File: src/hdl/bleaes_pkg.sv
// ----------------------------------------------------------------------------
// bleaes_pkg
// Shared types and constants of the advertising event sequencer.
// ----------------------------------------------------------------------------
`default_nettype none

package bleaes_pkg;

  localparam int unsigned FUNC_W     = 3;
  localparam int unsigned PDU_TYPE_W = 4;
  localparam int unsigned LEN_W      = 6;
  localparam int unsigned ADDR_W     = 48;
  localparam int unsigned RAND_W     = 32;
  localparam int unsigned ACTION_W   = 4;
  localparam int unsigned CHAN_W     = 6;
  localparam int unsigned TMO_W      = 8;
  localparam int unsigned DIST_W     = 25;
  localparam int unsigned US_W       = 24;
  localparam int unsigned EN_W       = 3;
  localparam int unsigned CFG_IDX_W  = 2;
  localparam int unsigned CFG_DATA_W = 48;
  localparam int unsigned DIV_CNT_W  = $clog2(RAND_W);

  localparam logic [CHAN_W-1:0]     CH_FIRST      = 6'd37;
  localparam logic [CHAN_W-1:0]     CH_SECOND     = 6'd38;
  localparam logic [CHAN_W-1:0]     CH_THIRD      = 6'd39;
  localparam logic [CHAN_W-1:0]     CH_END        = 6'd40;
  localparam logic [CHAN_W-1:0]     CH_BEFORE     = 6'd36;
  localparam logic [TMO_W-1:0]      LISTEN_US     = 8'd200;
  localparam logic [PDU_TYPE_W-1:0] SCAN_REQ_TYPE = 4'd3;
  localparam logic [LEN_W-1:0]      SCAN_REQ_LEN  = 6'd12;

  typedef enum logic [FUNC_W-1:0] {
    FN_START   = 3'd0,
    FN_STOP    = 3'd1,
    FN_SLOT    = 3'd2,
    FN_DONE    = 3'd3,
    FN_TIMEOUT = 3'd4
  } func_t;

  typedef enum logic [ACTION_W-1:0] {
    ACT_NONE       = 4'd0,
    ACT_REQ_SLOT   = 4'd1,
    ACT_END_SLOT   = 4'd2,
    ACT_DISABLE    = 4'd3,
    ACT_SEND_ADV   = 4'd4,
    ACT_LISTEN     = 4'd5,
    ACT_SEND_RSP   = 4'd6,
    ACT_NEXT_END   = 4'd7,
    ACT_START_REJ  = 4'd8
  } action_t;

  typedef enum logic [1:0] {
    STEP_SEND_ADV  = 2'd0,
    STEP_LISTEN    = 2'd1,
    STEP_CHECK_REQ = 2'd2,
    STEP_IDLE      = 2'd3
  } step_t;

  typedef enum logic [CFG_IDX_W-1:0] {
    CFG_INTERVAL  = 2'd0,
    CFG_MAX_DELAY = 2'd1,
    CFG_CHANNELS  = 2'd2,
    CFG_OWN_ADDR  = 2'd3
  } cfg_idx_t;

  typedef enum logic [1:0] {
    ST_IDLE = 2'd0,
    ST_EVAL = 2'd1,
    ST_DIV  = 2'd2,
    ST_FIN  = 2'd3
  } ctrl_state_t;

  typedef struct packed {
    logic load_in;
    logic div_start;
    logic div_step;
    logic commit;
  } bleaes_cmd_t;

  typedef struct packed {
    logic need_div;
    logic div_last;
    logic out_free;
  } bleaes_status_t;

endpackage

`default_nettype wire

File: src/hdl/bleaes_if.sv
// ----------------------------------------------------------------------------
// bleaes_in_if / bleaes_out_if
// Valid/ready channels carrying event beats in and action beats out.
// ----------------------------------------------------------------------------
`default_nettype none

interface bleaes_in_if
  import bleaes_pkg::*;
  ();
  logic                  valid;
  logic                  ready;
  logic [FUNC_W-1:0]     func;
  logic                  scannable;
  logic                  crc_ok;
  logic [PDU_TYPE_W-1:0] rx_pdu_type;
  logic [LEN_W-1:0]      rx_length;
  logic [ADDR_W-1:0]     rx_target_address;
  logic [RAND_W-1:0]     rand_value;

  modport source (
    output valid, func, scannable, crc_ok, rx_pdu_type, rx_length,
           rx_target_address, rand_value,
    input  ready
  );
  modport sink (
    input  valid, func, scannable, crc_ok, rx_pdu_type, rx_length,
           rx_target_address, rand_value,
    output ready
  );
endinterface

interface bleaes_out_if
  import bleaes_pkg::*;
  ();
  logic                valid;
  logic                ready;
  logic [ACTION_W-1:0] action;
  logic [CHAN_W-1:0]   channel;
  logic                listen_after;
  logic [TMO_W-1:0]    listen_tmo;
  logic [DIST_W-1:0]   next_distance_us;

  modport source (
    output valid, action, channel, listen_after, listen_tmo, next_distance_us,
    input  ready
  );
  modport sink (
    input  valid, action, channel, listen_after, listen_tmo, next_distance_us,
    output ready
  );
endinterface

`default_nettype wire

File: src/hdl/bleaes_dp.sv
// ----------------------------------------------------------------------------
// bleaes_dp
// Datapath: configuration and event state, input beat register, decision
// logic, bit-serial remainder unit and output beat register.
// ----------------------------------------------------------------------------
`default_nettype none

module bleaes_dp
  import bleaes_pkg::*;
(
  input  wire logic                  clk,
  input  wire logic                  rst,
  input  wire logic                  cfg_we,
  input  wire logic [CFG_IDX_W-1:0]  cfg_index,
  input  wire logic [CFG_DATA_W-1:0] cfg_data,
  input  wire logic [FUNC_W-1:0]     func,
  input  wire logic                  scannable,
  input  wire logic                  crc_ok,
  input  wire logic [PDU_TYPE_W-1:0] rx_pdu_type,
  input  wire logic [LEN_W-1:0]      rx_length,
  input  wire logic [ADDR_W-1:0]     rx_target_address,
  input  wire logic [RAND_W-1:0]     rand_value,
  input  wire bleaes_cmd_t           cmd,
  output bleaes_status_t             status,
  output logic                       out_valid,
  input  wire logic                  out_ready,
  output logic [ACTION_W-1:0]        action,
  output logic [CHAN_W-1:0]          channel,
  output logic                       listen_after,
  output logic [TMO_W-1:0]           listen_tmo,
  output logic [DIST_W-1:0]          next_distance_us
);

  // configuration
  logic [US_W-1:0]   adv_interval;
  logic [US_W-1:0]   delay_mod;
  logic [EN_W-1:0]   chan_en;
  logic [ADDR_W-1:0] own_addr;

  // event state
  step_t             step;
  logic [CHAN_W-1:0] cur_chan;
  logic              scan_latch;
  logic              adv_active;

  // captured beat
  logic [FUNC_W-1:0]     r_func;
  logic                  r_scannable;
  logic                  r_crc_ok;
  logic [PDU_TYPE_W-1:0] r_type;
  logic [LEN_W-1:0]      r_len;
  logic [ADDR_W-1:0]     r_target;
  logic [RAND_W-1:0]     r_rand;

  // remainder unit
  logic [RAND_W-1:0]    div_q;
  logic [US_W-1:0]      rem;
  logic [DIV_CNT_W-1:0] div_cnt;
  logic [US_W-1:0]      modulus;
  logic [US_W:0]        trial;
  logic [US_W:0]        trial_sub;

  // decision
  step_t             step_next;
  logic [CHAN_W-1:0] chan_next;
  logic              scan_latch_next;
  logic              adv_active_next;
  action_t           act_c;
  logic [CHAN_W-1:0] chan_c;
  logic              listen_c;
  logic [TMO_W-1:0]  tmo_c;
  logic              need_div_c;
  logic [CHAN_W-1:0] adv_chan;
  logic              scan_req_ok;

  always_ff @(posedge clk) begin
    if (rst) begin
      adv_interval <= '0;
      delay_mod    <= US_W'(1);
      chan_en      <= '1;
      own_addr     <= '0;
    end else if (cfg_we) begin
      case (cfg_index)
        CFG_INTERVAL:  adv_interval <= cfg_data[US_W-1:0];
        CFG_MAX_DELAY: delay_mod    <= cfg_data[US_W-1:0];
        CFG_CHANNELS:  chan_en      <= cfg_data[EN_W-1:0];
        CFG_OWN_ADDR:  own_addr     <= cfg_data[ADDR_W-1:0];
        default: ;
      endcase
    end
  end

  always_ff @(posedge clk) begin
    if (cmd.load_in) begin
      r_func      <= func;
      r_scannable <= scannable;
      r_crc_ok    <= crc_ok;
      r_type      <= rx_pdu_type;
      r_len       <= rx_length;
      r_target    <= rx_target_address;
      r_rand      <= rand_value;
    end
  end

  // next enabled channel after the current one
  always_comb begin
    if (cur_chan >= CH_END) begin
      adv_chan = CH_END;
    end else if (cur_chan < CH_FIRST && chan_en[0]) begin
      adv_chan = CH_FIRST;
    end else if (cur_chan < CH_SECOND && chan_en[1]) begin
      adv_chan = CH_SECOND;
    end else if (cur_chan < CH_THIRD && chan_en[2]) begin
      adv_chan = CH_THIRD;
    end else begin
      adv_chan = CH_END;
    end
  end

  assign scan_req_ok = r_crc_ok && (r_type == SCAN_REQ_TYPE) &&
                       (r_len == SCAN_REQ_LEN) && (r_target == own_addr);

  always_comb begin
    step_next       = step;
    chan_next       = cur_chan;
    scan_latch_next = scan_latch;
    adv_active_next = adv_active;
    act_c           = ACT_NONE;
    chan_c          = '0;
    listen_c        = 1'b0;
    tmo_c           = '0;
    need_div_c      = 1'b0;
    case (r_func)
      FN_START: begin
        if (adv_interval == '0) begin
          act_c = ACT_START_REJ;
        end else begin
          adv_active_next = 1'b1;
          act_c           = ACT_REQ_SLOT;
        end
      end
      FN_STOP: begin
        adv_active_next = 1'b0;
      end
      FN_SLOT: begin
        if (adv_active) begin
          scan_latch_next = r_scannable;
          chan_next       = CH_BEFORE;
          step_next       = STEP_SEND_ADV;
          act_c           = ACT_DISABLE;
        end else begin
          act_c = ACT_END_SLOT;
        end
      end
      FN_DONE: begin
        case (step)
          STEP_SEND_ADV: begin
            chan_next = adv_chan;
            if (adv_chan < CH_END) begin
              act_c     = ACT_SEND_ADV;
              chan_c    = adv_chan;
              listen_c  = scan_latch;
              step_next = scan_latch ? STEP_LISTEN : STEP_IDLE;
            end else if (adv_active) begin
              act_c      = ACT_NEXT_END;
              need_div_c = 1'b1;
            end else begin
              act_c = ACT_END_SLOT;
            end
          end
          STEP_LISTEN: begin
            act_c     = ACT_LISTEN;
            tmo_c     = LISTEN_US;
            step_next = STEP_CHECK_REQ;
          end
          STEP_CHECK_REQ: begin
            if (scan_req_ok) begin
              act_c     = ACT_SEND_RSP;
              step_next = STEP_IDLE;
            end else begin
              act_c     = ACT_DISABLE;
              step_next = STEP_SEND_ADV;
            end
          end
          default: begin
            act_c     = ACT_DISABLE;
            step_next = STEP_SEND_ADV;
          end
        endcase
      end
      FN_TIMEOUT: begin
        if (step == STEP_CHECK_REQ) begin
          act_c     = ACT_DISABLE;
          step_next = STEP_SEND_ADV;
        end
      end
      default: ;
    endcase
  end

  always_ff @(posedge clk) begin
    if (rst) begin
      step       <= STEP_SEND_ADV;
      cur_chan   <= CH_BEFORE;
      scan_latch <= 1'b0;
      adv_active <= 1'b0;
    end else if (cmd.commit) begin
      step       <= step_next;
      cur_chan   <= chan_next;
      scan_latch <= scan_latch_next;
      adv_active <= adv_active_next;
    end
  end

  // restoring remainder, one dividend bit per cycle
  assign modulus   = (delay_mod == '0) ? US_W'(1) : delay_mod;
  assign trial     = {rem, div_q[RAND_W-1]};
  assign trial_sub = trial - {1'b0, modulus};

  always_ff @(posedge clk) begin
    if (cmd.div_start) begin
      div_q   <= r_rand;
      rem     <= '0;
      div_cnt <= '0;
    end else if (cmd.div_step) begin
      div_q   <= {div_q[RAND_W-2:0], 1'b0};
      rem     <= (trial >= {1'b0, modulus}) ? trial_sub[US_W-1:0] : trial[US_W-1:0];
      div_cnt <= div_cnt + DIV_CNT_W'(1);
    end
  end

  assign status.need_div = need_div_c;
  assign status.div_last = (div_cnt == DIV_CNT_W'(RAND_W - 1));
  assign status.out_free = !out_valid || out_ready;

  always_ff @(posedge clk) begin
    if (rst) begin
      out_valid <= 1'b0;
    end else if (cmd.commit) begin
      out_valid <= 1'b1;
    end else if (out_ready) begin
      out_valid <= 1'b0;
    end
  end

  always_ff @(posedge clk) begin
    if (cmd.commit) begin
      action           <= act_c;
      channel          <= chan_c;
      listen_after     <= listen_c;
      listen_tmo       <= tmo_c;
      next_distance_us <= need_div_c ?
                          ({1'b0, adv_interval} + {1'b0, rem}) : '0;
    end
  end

endmodule

`default_nettype wire

File: src/hdl/bleaes_ctrl.sv
// ----------------------------------------------------------------------------
// bleaes_ctrl
// Controller: sequences beat capture, the serial remainder and the commit
// of each result into the output register.
// ----------------------------------------------------------------------------
`default_nettype none

module bleaes_ctrl
  import bleaes_pkg::*;
(
  input  wire logic           clk,
  input  wire logic           rst,
  input  wire logic           in_valid,
  output logic                in_ready,
  input  wire bleaes_status_t status,
  output bleaes_cmd_t         cmd
);

  ctrl_state_t state;
  ctrl_state_t state_next;

  always_ff @(posedge clk) begin
    if (rst) begin
      state <= ST_IDLE;
    end else begin
      state <= state_next;
    end
  end

  always_comb begin
    state_next = state;
    in_ready   = 1'b0;
    cmd        = '0;
    case (state)
      ST_IDLE: begin
        in_ready = 1'b1;
        if (in_valid) begin
          cmd.load_in = 1'b1;
          state_next  = ST_EVAL;
        end
      end
      ST_EVAL: begin
        if (status.need_div) begin
          cmd.div_start = 1'b1;
          state_next    = ST_DIV;
        end else if (status.out_free) begin
          cmd.commit = 1'b1;
          state_next = ST_IDLE;
        end
      end
      ST_DIV: begin
        cmd.div_step = 1'b1;
        if (status.div_last) begin
          state_next = ST_FIN;
        end
      end
      ST_FIN: begin
        if (status.out_free) begin
          cmd.commit = 1'b1;
          state_next = ST_IDLE;
        end
      end
      default: state_next = ST_IDLE;
    endcase
  end

endmodule

`default_nettype wire

File: src/hdl/ble_advertising_event_sequencer_core.sv
// Flow: an accepted beat is captured in the input register, evaluated and
// committed to the output register once it is free; a request-next-and-end
// result first runs the bit-serial remainder. A new beat is taken only after the
// last one is committed; the output register lets a result wait while the next beat enters.
// Reset: synchronous, active high; clears state, configuration and output valid.
// ----------------------------------------------------------------------------
// ble_advertising_event_sequencer_core
// Top level: advertising event sequencer, controller plus datapath.
// ----------------------------------------------------------------------------
`default_nettype none

module ble_advertising_event_sequencer_core
  import bleaes_pkg::*;
(
  input  wire logic                  clk,
  input  wire logic                  rst,
  bleaes_in_if.sink                  in_ch,
  bleaes_out_if.source               out_ch,
  input  wire logic                  cfg_we,
  input  wire logic [CFG_IDX_W-1:0]  cfg_index,
  input  wire logic [CFG_DATA_W-1:0] cfg_data
);

  bleaes_cmd_t    cmd;
  bleaes_status_t status;
  logic           in_ready;

  assign in_ch.ready = in_ready;

  bleaes_ctrl u_ctrl (
    .clk      (clk),
    .rst      (rst),
    .in_valid (in_ch.valid),
    .in_ready (in_ready),
    .status   (status),
    .cmd      (cmd)
  );

  bleaes_dp u_dp (
    .clk               (clk),
    .rst               (rst),
    .cfg_we            (cfg_we),
    .cfg_index         (cfg_index),
    .cfg_data          (cfg_data),
    .func              (in_ch.func),
    .scannable         (in_ch.scannable),
    .crc_ok            (in_ch.crc_ok),
    .rx_pdu_type       (in_ch.rx_pdu_type),
    .rx_length         (in_ch.rx_length),
    .rx_target_address (in_ch.rx_target_address),
    .rand_value        (in_ch.rand_value),
    .cmd               (cmd),
    .status            (status),
    .out_valid         (out_ch.valid),
    .out_ready         (out_ch.ready),
    .action            (out_ch.action),
    .channel           (out_ch.channel),
    .listen_after      (out_ch.listen_after),
    .listen_tmo        (out_ch.listen_tmo),
    .next_distance_us  (out_ch.next_distance_us)
  );

endmodule

`default_nettype wire

File: src/flat_wrapper.sv
// flat-port wrapper written by rule: the top's interface ports become plain ports
module ble_advertising_event_sequencer_core_flat import bleaes_pkg::*;
  (clk, rst, cfg_we, cfg_index, cfg_data, in_ch_valid, in_ch_func, in_ch_scannable, in_ch_crc_ok, in_ch_rx_pdu_type, in_ch_rx_length, in_ch_rx_target_address, in_ch_rand_value, in_ch_ready, out_ch_valid, out_ch_action, out_ch_channel, out_ch_listen_after, out_ch_listen_tmo, out_ch_next_distance_us, out_ch_ready);
  bleaes_in_if in_ch_i ();
  bleaes_out_if out_ch_i ();
  input  wire logic clk;
  input  wire logic rst;
  input  wire logic cfg_we;
  input  wire logic [CFG_IDX_W-1:0] cfg_index;
  input  wire logic [CFG_DATA_W-1:0] cfg_data;
  input wire logic [$bits(in_ch_i.valid)-1:0] in_ch_valid;
  input wire logic [$bits(in_ch_i.func)-1:0] in_ch_func;
  input wire logic [$bits(in_ch_i.scannable)-1:0] in_ch_scannable;
  input wire logic [$bits(in_ch_i.crc_ok)-1:0] in_ch_crc_ok;
  input wire logic [$bits(in_ch_i.rx_pdu_type)-1:0] in_ch_rx_pdu_type;
  input wire logic [$bits(in_ch_i.rx_length)-1:0] in_ch_rx_length;
  input wire logic [$bits(in_ch_i.rx_target_address)-1:0] in_ch_rx_target_address;
  input wire logic [$bits(in_ch_i.rand_value)-1:0] in_ch_rand_value;
  output wire logic [$bits(in_ch_i.ready)-1:0] in_ch_ready;
  output wire logic [$bits(out_ch_i.valid)-1:0] out_ch_valid;
  output wire logic [$bits(out_ch_i.action)-1:0] out_ch_action;
  output wire logic [$bits(out_ch_i.channel)-1:0] out_ch_channel;
  output wire logic [$bits(out_ch_i.listen_after)-1:0] out_ch_listen_after;
  output wire logic [$bits(out_ch_i.listen_tmo)-1:0] out_ch_listen_tmo;
  output wire logic [$bits(out_ch_i.next_distance_us)-1:0] out_ch_next_distance_us;
  input wire logic [$bits(out_ch_i.ready)-1:0] out_ch_ready;
  assign in_ch_i.valid = in_ch_valid;
  assign in_ch_i.func = in_ch_func;
  assign in_ch_i.scannable = in_ch_scannable;
  assign in_ch_i.crc_ok = in_ch_crc_ok;
  assign in_ch_i.rx_pdu_type = in_ch_rx_pdu_type;
  assign in_ch_i.rx_length = in_ch_rx_length;
  assign in_ch_i.rx_target_address = in_ch_rx_target_address;
  assign in_ch_i.rand_value = in_ch_rand_value;
  assign in_ch_ready = in_ch_i.ready;
  assign out_ch_valid = out_ch_i.valid;
  assign out_ch_action = out_ch_i.action;
  assign out_ch_channel = out_ch_i.channel;
  assign out_ch_listen_after = out_ch_i.listen_after;
  assign out_ch_listen_tmo = out_ch_i.listen_tmo;
  assign out_ch_next_distance_us = out_ch_i.next_distance_us;
  assign out_ch_i.ready = out_ch_ready;
  ble_advertising_event_sequencer_core u_core (.clk(clk), .rst(rst), .in_ch(in_ch_i), .out_ch(out_ch_i), .cfg_we(cfg_we), .cfg_index(cfg_index), .cfg_data(cfg_data));
endmodule
File: config.mk
export PLATFORM = sky130hd
export DESIGN_NAME = ble_advertising_event_sequencer_core_flat
export DESIGN_NICKNAME = d
export VERILOG_FILES = /design/src/hdl/bleaes_pkg.sv /design/src/hdl/bleaes_if.sv /design/src/hdl/bleaes_dp.sv /design/src/hdl/bleaes_ctrl.sv /design/src/hdl/ble_advertising_event_sequencer_core.sv /design/src/flat_wrapper.sv
export SDC_FILE = /design/constraint.sdc
export NUM_CORES = 1
export LEC_CHECK = 0
export ABC_CLOCK_PERIOD_IN_PS = 3950
export BUFFER_PORTS_ARGS = -buffer_cell sky130_fd_sc_hd__buf_2
export CAP_MARGIN = 20
export CORE_ASPECT_RATIO = 1.5
export CORE_MARGIN = 2
export CORE_UTILIZATION = 58
export DETAILED_ROUTE_END_ITERATION = 12
export PLACE_DENSITY = 0.81
export SYNTH_ARGS = -nofsm -noshare
export SYNTH_HDL_FRONTEND = slang
export SYNTH_SLANG_ARGS = --single-unit
File: constraint.sdc
create_clock -name clk -period 3.95 [get_ports clk]
set_input_delay 0 -clock clk [delete_from_list [all_inputs] [get_ports clk]]
set_output_delay 0 -clock clk [all_outputs]
set_load 0.1 [all_outputs]
# Word-level counts from Yosys, hierarchy flattened
# Cells that the tools add are included.
dict set report op_classes {
  n_addsub 3
  order_cmp 6
  reduce_logical 29
  muxes 49
  n_eq_ne 23
}
# cell n
set ops {}
lappend ops {{2-to-1 mux 32 bit} 2}
lappend ops {{== test 48 bit} 1}
lappend ops {{zero test 24 bit} 2}
lappend ops {{2-to-1 mux 24 bit} 2}
lappend ops {{adder 24 x 24 -> 25 bit} 1}
lappend ops {{>= comparator 25 x 24 -> 1 bit} 1}
lappend ops {{less-than comparator 6 bit, second input constant} 4}
lappend ops {{subtractor 24 bit} 1}
lappend ops {{2-to-1 mux 2 bit} 10}
lappend ops {{2-to-1 mux 4 bit} 5}
lappend ops {{2-to-1 mux 1 bit} 16}
lappend ops {{case mux 4 bit (4 select lines)} 1}
lappend ops {{2-to-1 mux 6 bit} 2}
lappend ops {{case mux 2 bit (3 select lines)} 2}
lappend ops {{case mux 4 bit (3 select lines)} 1}
lappend ops {{case mux 6 bit (2 select lines)} 1}
lappend ops {{== test 2 bit, second input constant} 5}
lappend ops {{AND reduction 2 bit} 5}
lappend ops {{2-to-1 mux 3 bit} 3}
lappend ops {{AND reduction 3 bit} 3}
lappend ops {{2-to-1 mux 8 bit} 1}
lappend ops {{inequality test 2 bit, second input constant} 4}
lappend ops {{case mux 2 bit (4 select lines)} 1}
lappend ops {{nonzero test 2 bit} 4}
lappend ops {{20 further kinds} 32}
dict set report totals {
  ff_bits 312
  wordCells 135
  inputBits 150
  output_inout_bits 46
}

# Depth between registers and ports, before layout
dict set report depth {
  ltp_word 13
  mapped_depth 14
  mapped_depth_nobuf 14
}

# Cells and area by module
# A second synthesis with hierarchy kept.
dict set report unflattened {
  cells_unflattened 1342
  area_unflattened_um2 13964.6
}
# mod area_per_inst_um2 n_inst cells_each seq_area_each_um2
set modules_own_cells {}
lappend modules_own_cells {bleaes_dp 13848.3 1 1326 7637.3}
lappend modules_own_cells {bleaes_ctrl 116.4 1 16 40.0}

# Worst setup path after synthesis
# Ideal clock, no wire load.
dict set report synth_path {
  path_kind {reg2reg}
  startpoint {reg u_core.u_ctrl.state[0]}
  endpoint {reg u_core.u_dp.r_crc_ok (enable)}
  n_path_buf 1
  required_ns 3.487
  arrival_ns 4.105
  period_less_slack_ns 4.568
  path_stages_with_launch 4
  setup_time_ns 0.463
  path_slack_ns -0.618
  path_cell_list {dfxtp_1 > clkbuf_1 > nor2_1 > and2_1}
}
# item line_no
set synth_rtl {}
lappend synth_rtl {{start, declared} bleaes_ctrl.sv:19} ;# ctrl_state_t state;
lappend synth_rtl {{start signal, assigned} bleaes_ctrl.sv:26} ;# state <= state_next;
lappend synth_rtl {{end signal, assigned} bleaes_dp.sv:97} ;# r_crc_ok <= crc_ok;
lappend synth_rtl {{end, declared} bleaes_dp.sv:49} ;# logic r_crc_ok;

# Final worst setup path
dict set report layout_path {
  startpoint {reg u_core.u_dp.delay_mod[4]}
  endpoint {reg u_core.u_dp.rem[20]}
}
dict set report layout_between {
  elab_chain_len 4
  word_cells_on_any_way 5
  cone_classes {add/sub: 1; order compare: 1; mux: 2; reduce/logical: 1}
}
# item line_no
set layout_lines {}
lappend layout_lines {{start, declared} bleaes_dp.sv:36} ;# logic [US_W-1:0] delay_mod;
lappend layout_lines {{start signal, assigned} bleaes_dp.sv:85} ;# CFG_MAX_DELAY: delay_mod <= cfg_data[US_W-1:0];
lappend layout_lines {{zero test 24 bit} bleaes_dp.sv:216} ;# assign modulus = (delay_mod == '0) ? US_W'(1) : delay_mod;
lappend layout_lines {{2-to-1 mux 24 bit *} bleaes_dp.sv:216}
lappend layout_lines {{subtractor 24 bit or >= comparator 25 x 24 -> 1 bit (tied branches)} {bleaes_dp.sv:218, bleaes_dp.sv:227}}
lappend layout_lines {{2-to-1 mux 24 bit *} bleaes_dp.sv:227} ;# rem <= (trial >= {1'b0, modulus}) ? trial_sub[US_W-1:0] : trial[US_W-1:0];
lappend layout_lines {{end signal, assigned} bleaes_dp.sv:227}
lappend layout_lines {{end, declared} bleaes_dp.sv:57} ;# logic [US_W-1:0] rem;
# Mark *: on every way between the ends. The rest lies on a longest branch, timed or not.
# A chain may end at the register's enable or synchronous reset.

==> flow_metrics.env <==
export IMPL_cts_buffers=27
export IMPL_syn_inst=1413
export IMPL_cp_required_ps=4370
export IMPL_synth_simple_area_share_pct=17.4
export IMPL_cp_slowest_cell="fa_1"
export IMPL_ios=196
export IMPL_power_leakage_nw=7.05
export IMPL_critPathCaptureType="register"
export IMPL_synth_top_family_by_area="simple AND/OR/NAND/NOR gates"
export IMPL_worstPathArrival_ps=3860
export IMPL_max_freq_ghz=0.291
export IMPL_tns_ps=0
export IMPL_synthFlopType="edfxtp_1"
export IMPL_worst_slew_pin_slew_ps=1100
export IMPL_synth_yosys_seq_area_share_pct=54.8
export IMPL_finalSetupViolCount=0
export IMPL_peakVddDrop_mv=0.474
export IMPL_clock_root_buffer="clkbuf_16"
export IMPL_routed_wl_mm=41.3
export IMPL_wire_per_inst_um=20.0
export IMPL_clock_skew_ps=13.5
export IMPL_via_per_inst=5.83
export IMPL_status="finished clean"
export IMPL_antenna_found_initial=2
export IMPL_die_area_um2=25400
export IMPL_grt_usage_pct=32.6
export IMPL_synthTopCellsByArea="edfxtp_1 (35%), dfxtp_1 (20%), nand2_1 (9.1%)"
export IMPL_rows=69
export IMPL_postSynthAreaPerCell_um2=9.91
export IMPL_synth_most_common_cell="nand2_1"
export IMPL_htree_levels=1
export IMPL_dr_first_iter_drc_count=1110
export IMPL_powerDensity_nw_per_um2=552
export IMPL_maxCapViolCount=0
export IMPL_synth_xor_area_share_pct=5.13
export IMPL_critPathLaunchType="register"
export IMPL_ys_types=72
export IMPL_period_share_pct=87.0
export IMPL_die_w_um=131
export IMPL_finalMaxSlewViolations=0
export IMPL_max_slew_margin_pct=26.4
export IMPL_grt_max_degree=80
export IMPL_clk_pin_slew_ps=80
export IMPL_drive_above_1_share_pct=15.3
export IMPL_grt_pass1_wl_mm=64.5
export IMPL_cts_tree="yes"
export IMPL_cts_sinks=302
export IMPL_grt_pass1_vias=12300
export IMPL_areaGrowthSynthToFinish_pct=25.9
export IMPL_rsz0062_at_grt="no"
export IMPL_async_flop_share_pct=0
export IMPL_drc=0
export IMPL_slowest_delay_ps=420
export IMPL_synth_compound_area_share_pct=12.9
export IMPL_yosysWarnings=0
export IMPL_worstHoldPathType="primary input to register"
export IMPL_finish_utilization_pct=74.2
export IMPL_netlist_area_um2=14000
export IMPL_postCtsSetupBuffers=0
export IMPL_criticalPathCategory="register to register"
export IMPL_synth_commonest_cells="nand2_1 (339), edfxtp_1 (163), a21oi_1 (140)"
export IMPL_nNetsFinal=1933
export IMPL_fin_crit_ps=3440
export IMPL_numPortBuffers=189
export IMPL_core_area_um2=23700
export IMPL_ys_ff_latch=302
export IMPL_crit_chain="nor4_1, nand4_1, o21bai_1, ha_1, inv_1, fa_1, a211oi_1, nor4_1, o21ai_0, a21oi_1, nor3_1, nor4bb_1, a311oi_1, o21ai_0"
export IMPL_antenna_left=0
export IMPL_cp_num_buf_inv=1
export IMPL_cp_max_fo=3
export IMPL_hold_viol=0
export IMPL_cts_resized=0
export IMPL_cp_top_family="compound AO/OA/AOI/OAI gates"
export IMPL_initial_core_util_pct=59.0
export IMPL_clockBufferDepth=3
export IMPL_netlist_area_leader_share_pct=35.0
export IMPL_die_height_um=194
export IMPL_clkLatencyLatePin_ps=540
export IMPL_globalplace_congestion=0.964
export IMPL_yosysTopAreaCell="edfxtp_1"
export IMPL_hpwl_mm=24.6
export IMPL_vias=12100
export IMPL_first_pass_iters=5
export IMPL_overflow=0
export IMPL_synth_edf_count=163
export IMPL_synth_fa_ha_area_share_pct=4.93
export IMPL_muxShareOfSynthArea_pct=1.30
==> placed cells by master, fill, tap and decap left out, types with 8 or more instances in the layout <==
cell,count
nor4_1,23
mux2i_1,17
a21o_1,19
xor2_1,38
o21a_1,8
a21oi_1,140
edfxtp_1,163
nand2b_1,9
ha_1,52
a32oi_1,9
buf_4,15
nor2b_1,11
clkbuf_16,28
nand2_1,339
buf_2,188
a211oi_1,12
inv_1,40
nand3_1,16
nor2_1,65
o21ai_1,8
dlygate4sd3_1,148
o21ai_0,43
o21bai_1,8
dfxtp_1,139
xnor2_1,44
nor3_1,22
nand4_1,22
==> final timing paths <==
path	startpoint	endpoint	slack, ps	cells after the start
max	u_core.u_dp.delay_mod[4]$_SDFFE_PP0P_	u_core.u_dp.rem[20]$_SDFFE_PP0P_	510	14
min reg2reg	u_core.u_dp.div_cnt[4]$_SDFFE_PP0P_	u_core.u_dp.div_cnt[4]$_SDFFE_PP0P_	470	2
min	rst	u_core.u_dp.step[1]$_SDFFE_PP0P_	50	2
max reg2reg	u_core.u_dp.delay_mod[4]$_SDFFE_PP0P_	u_core.u_dp.rem[20]$_SDFFE_PP0P_	510	14
==> sequential cells by signal, summed over array words and instances (netlist names), 2 cells and up <==
name	flops
u_core.u_dp.delay_mod	24
u_core.u_dp.chan_en	3
u_core.u_dp.r_func	3
u_core.u_dp.action	4
u_core.u_dp.div_cnt	5
u_core.u_dp.div_q	32
u_core.u_dp.r_type	4
u_core.u_dp.own_addr	48
u_core.u_dp.channel	5
u_core.u_dp.r_target	48
u_core.u_dp.r_len	6
u_core.u_dp.next_distance_us	25
u_core.u_dp.step	2
u_core.u_dp.cur_chan	4
u_core.u_dp.rem	24
u_core.u_dp.r_rand	32
u_core.u_ctrl.state	2
u_core.u_dp.adv_interval	24
==> per-layer routing <==
layer | wire, um | global-route usage (%) | vias to the layer above
met5 | 13 | 0 | -
met4 | 2340 | 16.4 | 2
met3 | 2760 | 4.28 | 141
met2 | 21200 | 57.3 | 638
met1 | 15000 | 38.5 | 5671
li1 | - | - | 5600
==> layout make-up <==
type                       count  area (um^2)
sequential                   302         7680
fill                        1521         6120
multi-input combinational   1006         5870
timing repair buffer         352         2550
clock buffer                  37          764
tap                          319          399
clock inverter                12          199
inverter                      40          150
antenna                        1         2.50
==> stage by stage <==
step | setup WS, ps | instance area [um^2] | hold WS [ps] | power (mW) | std cells
after floorplan | 366 | 14000 | 98.9 | 6.03 | 1419
after global placement | 673 | 15200 | 176 | 6.67 | 1870
after detailed placement | 601 | 15200 | 178 | 6.69 | 1870
after CTS | 556 | 17600 | 23.7 | 9.62 | 2065
after global routing | 69.2 | 17600 | 60.4 | 10.1 | 2069
final | 513 | 17600 | 46.9 | 9.72 | 2069
==> power breakdown <==
group | internal (mW) | switching (mW) | leakage (nW)
clock | 1.69 | 1.19 | 0.469
combinational | 1.24 | 1.82 | 3.89
sequential | 3.53 | 0.240 | 2.69
total | 6.46 | 3.25 | 7.05
==> kinds of logic (layout without fill, tap and decap cells) <==
family / after synthesis / count (layout)
flip-flops: 302 / 302
other: 1 / 8
XOR/XNOR: 82 / 82
AND/OR/NAND/NOR: 551 / 551
multiplexers: 18 / 18
adder cells (fa/ha/maj): 54 / 54
buffers and inverters: 111 / 441
AO/OA/AOI/OAI: 294 / 294
==> timing repair <==
item	CTS	global route
endpoints found under the setup margin	0	0
hold buffers	146	2
endpoints found under the hold margin	197	2
No activity file was read; power rests on OpenSTA's default activity.
